$ cat config.mk
export PLATFORM = sky130hd
export DESIGN_NAME = scct_fifo
export DESIGN_NICKNAME = d
export VERILOG_FILES = /design/src/rtl/scct_pkg.sv /design/src/rtl/scct_fifo.sv
export SDC_FILE = /design/constraint.sdc
export NUM_CORES = 1
export LEC_CHECK = 0
export BUFFER_PORTS_ARGS = -buffer_cell sky130_fd_sc_hd__buf_2
export CORE_MARGIN = 2
export CORE_UTILIZATION = 60
export CTS_CLUSTER_SIZE = 30
export DETAILED_ROUTE_END_ITERATION = 12
export GPL_TIMING_DRIVEN = 0
export PLACE_DENSITY = 0.82
export SLEW_MARGIN = 20
export SYNTH_ARGS = -nofsm -noshare
export SYNTH_HDL_FRONTEND = slang
export SYNTH_SLANG_ARGS = --single-unit
$ cat constraint.sdc
create_clock -name clk_i -period 6.05 [get_ports clk_i]
set_input_delay 0.605 -clock clk_i [delete_from_list [all_inputs] [get_ports clk_i]]
set_output_delay 0.605 -clock clk_i [all_outputs]
set_load 0.05 [all_outputs]
$ cat src/rtl/scct_pkg.sv
package scct_pkg;

  localparam int POS_W  = 20;
  localparam int RAD_W  = 18;
  localparam int QA_W   = 44;
  localparam int M_W    = 43;
  localparam int QC_W   = 42;
  localparam int WIDE_W = 86;
  localparam int SQ_STEPS = WIDE_W / 2;
  localparam int ROOT_W = 43;
  localparam int TQ_W   = 17;
  localparam int FRAC_T = 16;
  localparam int DIV_W  = 61;
  localparam int HALF_W = 22;
  localparam logic [TQ_W-1:0] Q16_ONE = TQ_W'(65536);

  typedef enum logic [1:0] {
    KIND_NONE,
    KIND_OVERLAP,
    KIND_SWEPT
  } kind_e;

  typedef struct packed {
    logic signed [POS_W-1:0] first_start_x;
    logic signed [POS_W-1:0] first_start_y;
    logic signed [POS_W-1:0] first_end_x;
    logic signed [POS_W-1:0] first_end_y;
    logic        [RAD_W-1:0] first_radius;
    logic signed [POS_W-1:0] second_start_x;
    logic signed [POS_W-1:0] second_start_y;
    logic signed [POS_W-1:0] second_end_x;
    logic signed [POS_W-1:0] second_end_y;
    logic        [RAD_W-1:0] second_radius;
  } scct_in_t;

  typedef struct packed {
    logic            hit;
    logic            endpoint_overlap;
    logic [TQ_W-1:0] time_enter;
    logic [TQ_W-1:0] time_exit;
  } scct_out_t;

  // classified pair handed from front to back
  typedef struct packed {
    kind_e           kind;
    logic [QA_W-1:0] qa;
    logic [M_W-1:0]  m;
    logic [QC_W-1:0] qc;
  } scct_job_t;

endpackage

$ cat src/rtl/scct_fifo.sv
module scct_fifo
  import scct_pkg::*;
#(
  parameter int DEPTH = 4
) (
  input  logic      clk_i,
  input  logic      rst_ni,
  input  logic      push_i,
  input  scct_job_t data_i,
  output logic      full_o,
  input  logic      pop_i,
  output logic      empty_o,
  output scct_job_t data_o
);

  localparam int PTR_W = $clog2(DEPTH);
  localparam int CNT_W = $clog2(DEPTH + 1);

  scct_job_t        mem_q [DEPTH];
  logic [PTR_W-1:0] wr_q, rd_q;
  logic [CNT_W-1:0] cnt_q;

  function automatic logic [PTR_W-1:0] wrap_inc(logic [PTR_W-1:0] p);
    return (p == PTR_W'(DEPTH - 1)) ? '0 : p + 1'b1;
  endfunction

  always_ff @(posedge clk_i or negedge rst_ni) begin
    if (!rst_ni) begin
      wr_q  <= '0;
      rd_q  <= '0;
      cnt_q <= '0;
    end else begin
      if (push_i) wr_q <= wrap_inc(wr_q);
      if (pop_i)  rd_q <= wrap_inc(rd_q);
      if (push_i && !pop_i) begin
        cnt_q <= cnt_q + 1'b1;
      end else if (pop_i && !push_i) begin
        cnt_q <= cnt_q - 1'b1;
      end
    end
  end

  always_ff @(posedge clk_i) begin
    if (push_i) mem_q[wr_q] <= data_i;
  end

  assign full_o  = (cnt_q == CNT_W'(DEPTH));
  assign empty_o = (cnt_q == '0);
  assign data_o  = mem_q[rd_q];

endmodule

## Yosys cells after proc, flatten, opt, wreduce, memory -nomap -nowiden

Memories as Yosys holds them, arrays and structs flattened.
Cells that the tools add are included.
W data, S select, Z words.

| storage, ports and cells | value |
|---|---|
| logic and storage cells | 23 |
| bits of input ports | 135 |
| flip-flop bits (word level) | 7 |
| memories | 1 |
| RAM bits | 524 |

Memory list:

| name | words | width | read ports | clocked after Yosys merged registers in | write ports | RTL line | text |
|---|---|---|---|---|---|---|---|
| mem_q | 4 | 131 | 1 | 0 | 1 | scct_fifo.sv:19 | `scct_job_t mem_q [DEPTH];` |

| cells by class | value |
|---|---|
| mux-type cells | 6 |
| add/subtract/negate cells | 4 |
| reductions and logical operators | 6 |
| equal/unequal tests | 3 |

Operator list:

| cell | number |
|---|---|
| $mux W3 | 2 |
| $add A2 B1 Y2 const B | 2 |
| $eq A2 B2 Y1 const B | 2 |
| $mux W2 | 2 |
| $add A3 B1 Y3 const B | 1 |
| $eq A3 B3 Y1 const B | 1 |
| $logic_not A3 Y1 | 1 |
| $sub A3 B1 Y3 const B | 1 |
| $logic_and A1 B1 Y1 | 2 |
| $logic_not A1 Y1 | 2 |
| $mux W1 | 2 |
| $reduce_bool A2 Y1 | 1 |

## Longest topological paths before layout

| logic depth | value |
|---|---|
| depth after elaboration | 4 |
| mapped depth | 7 |
| gate-level depth less buffers | 7 |

## Worst setup path before layout

Ideal clock, no wire load.

| timing | value |
|---|---|
| path kind | reg2reg |
| from | register wr_q[0] |
| to | memory mem_q[2][0] (netlist bit), enable pin |
| data arrival time | 3.628 ns |
| clock period less this slack | 4.134 ns |
| slack | 1.916 ns |
| required time | 5.545 ns |
| path buffers | 0 |
| cell stages (with the launch flop) | 4 |
| path through | dfrtp_1 > inv_1 > ha_1 > and2_1 |

RTL lines:

| element | RTL line | text |
|---|---|---|
| start: declaration | scct_fifo.sv:20 | `logic [PTR_W-1:0] wr_q, rd_q;` |
| start signal: assignment | scct_fifo.sv:33 | `if (push_i) wr_q <= wrap_inc(wr_q);` |
| end: declaration | scct_fifo.sv:19 |  |

Straight into the memory's write port.

==> run metrics <==
status=finished, final reports clean; antenna-violating nets left=0; fmax=0.336 GHz; Starting Density=around three fifths; DRT Wirelength=36.4 mm; Max Cap Viol=0; pin count of the biggest net entering global routing=51; Area Overhead vs Synth=19.0%; Slew Limit Fails=0; drt first-iter violations=647; Ys Warns=0; WHS Path Cells=1; startpoint types=flip-flop; nets=approximately 1200; Seq/Total Area, Yosys=82.4%; first-pass GRT wire length=approximately 55 mm; Die Wd=183 µm; Register Area=0.0159 mm²; wire length per cell=24.4 µm; area of the multi-input gates=0.00318 mm²; CTS tree=yes; Cells after DPL=1399; critical-path maximum fanout=10; Avg Synthesized Cell Area=26.7 µm²; all-layer global routing usage=21.9%; Final Cell Area=0.0230 mm²; Synth Cell Area=roughly 0.019 mm²; syn_nets=864; CTS Buf Count=50; post-route DRC violation count=0; routed via count=8767; Worst Tran Pin Value=710 ps; post-layout util=72.6%; delay-heaviest family, CP=buffers and inverters; final setup vio count=0; RSZ-0062 raised after global routing=false; Crit Path Category=reg2out; die area=0.0336 mm²; Fin. Hold Viols=0; HP Class=in2reg; hold bufs inserted after CTS=1; CP endpoint kind=primary output; Core Area=0.0316 mm²; TNS Setup=0 ps; setup bufs post-CTS=0; total power=approximately 13000 µW; Avg Vias per Cell=between 5 and 6; Internal Dissipation=between 7000 and 8000 µW; Buffers on Ports=about 270; layout cells sized above 1=46.6%; Power Density=557 mW/mm²; dpl hpwl=22.5 mm; Net Sw Frac=37.9%; Worst VDD drop=381 µV; Synth cell types=19; clock sinks=around 530; first drt pass iteration count=5; Clock power frac=a little under a quarter; GRT overflow=0; crit-path cells=buf_2 -> buf_2 -> buf_2 -> mux4_2 -> buf_2; initial antenna violation count=7; Worst-Skew Late Latency=550 ps; Critical Path RT=5440 ps; Sw Pwr=4850 µW; reg2reg path depth=4; vias in the first global route=9300; CP most frequent cell=buf_2; FF+latch count, synth=between 500 and 600; FF-to-FF setup slack=approximately 4000 ps; Flop pwr share=37.9%; CTS max path bufs=3; clk_skew=17.2 ps; Mapped Cells=around 720; Comb power frac=38.6%; Worst-path clk slew=about 60 ps; H-tree lvl count=2; placer congestion estimate=0.710; CP bufs+invs=4; fin crit period=2980 ps; Core Rows=between 60 and 70; crit path DAT=2370 ps; Gates resized, CTS repair=0; CTS root buffer=clkbuf_16; WP depth=5; slowest CP cell=mux4_2; Die Height=approximately 180 µm; Final period util=49.2%; Cell Area, Placed=0.0214 mm²; Largest stage delay, worst path=roughly 360 ps; slew margin rel.=between 50% and 60%; num ports=268; Leak=around 0.008 µW; Fillers=1775; Post-Layout Cell Count=roughly 1500
cell type report:
type                       count  share of cell area [%]
inverter                       4                  0.0654
clock inverter                34                    1.23
antenna                        4                  0.0436
timing repair buffer         276                    6.82
tap                          402                    2.19
buffer                        30                   0.888
sequential                   531                    69.3
clock buffer                  58                    5.67
multi-input combinational    157                    13.8
metrics by stage:
step / hold slack [ps] / setup WS [ps]
floorplan: 309 / 1920
global placement: 443 / -424
detailed placement: 442 / 3610
CTS: 238 / 2990
global route: 240 / 2920
finish: 266 / 3070
routing by layer:
| metal | vias to the layer above | track usage [%] | share of wire [%] |
|---|---|---|---|
| li1 | 3794 | - | - |
| met1 | 4530 | 28.4 | 38 |
| met2 | 368 | 36.3 | 51 |
| met3 | 65 | 7.19 | 9.3 |
| met4 | 10 | 5.98 | 2.0 |
| met5 | - | 0 | 0.18 |
synthesized netlist by cell type:
master / instances / area [µm²]
xnor2_1: 1 / 8.76
ha_1: 6 / 75.1
and2_1: 4 / 25.0
nor3b_1: 1 / 7.51
clkbuf_1: 4 / 15.0
mux4_2: 131 / 2950
dfrtp_1: 7 / 175
nor2_1: 3 / 11.3
buf_6: 9 / 101
nor3_1: 1 / 5.00
xor2_1: 2 / 17.5
mux2_2: 3 / 33.8
buf_2: 16 / 80.1
buf_4: 1 / 7.51
nand2_1: 2 / 7.51
fa_1: 1 / 20.0
inv_1: 4 / 15.0
o21ai_0: 2 / 10.0
edfxtp_1: 524 / 15700
cell usage in the layout, fill, tap and decap left out, drive strengths merged:
cell / synthesis / layout
mux2: 3 / 3
and2: 4 / 4
inv: 4 / 5
fa: 1 / 1
mux4: 131 / 131
nor3b: 1 / 1
dfrtp: 7 / 7
o21ai: 2 / 2
buf: 26 / 301
clkbuf: 4 / 62
edfxtp: 524 / 524
dlygate4sd3: 0 / 1
clkinvlp: 0 / 1
clkinv: 0 / 27
diode: 0 / 4
xnor2: 1 / 1
nand2: 2 / 2
nor3: 1 / 1
ha: 6 / 6
nor2: 3 / 3
bufinv: 0 / 5
xor2: 2 / 2
cells by family (layout without fill, tap and decap cells):
group	Yosys count	after routing	share of synthesized area (%)
muxes	134	134	15.5
and+or+nand+nor	11	11	0.292
xor gates and xnor gates	3	3	0.136
adders and majority gates	7	7	0.493
other	0	4	0
buffers and inverters	34	402	1.13
DFF	531	531	82.4
AOI/OAI and AO/OA	2	2	0.0519
sequential cells by signal, summed over array words and instances, names as in the netlist:
name   count
cnt_q      3
wr_q       2
rd_q       2
mem_q    524
power groups by stage:
| stage | clock network [µW] | registers (µW) | logic, µW |
|---|---|---|---|
| 3_5_place_dp | 0 | 4920 | 4980 |
| 2_1_floorplan | 0 | 4950 | 3820 |
| 4_1_cts | 3060 | 4860 | 5010 |
| 6_report | 3000 | 4850 | 4940 |
| 3_3_place_gp | 0 | 5030 | 4850 |
| 5_1_grt | 3200 | 4890 | 5170 |
worst paths after layout:
path | startpoint | to
worst max register to register | wr_q[0] | mem_q[0][80]
max in group asynchronous | rst_ni | rd_q[0]
worst min register to register | cnt_q[2] | cnt_q[2]
min in group asynchronous | rst_ni | cnt_q[1]
worst max-delay path | rd_q[1] | data_o[49]
worst min-delay path | data_i[114] | mem_q[3][114]
No activity file was read; power rests on OpenSTA's default activity.
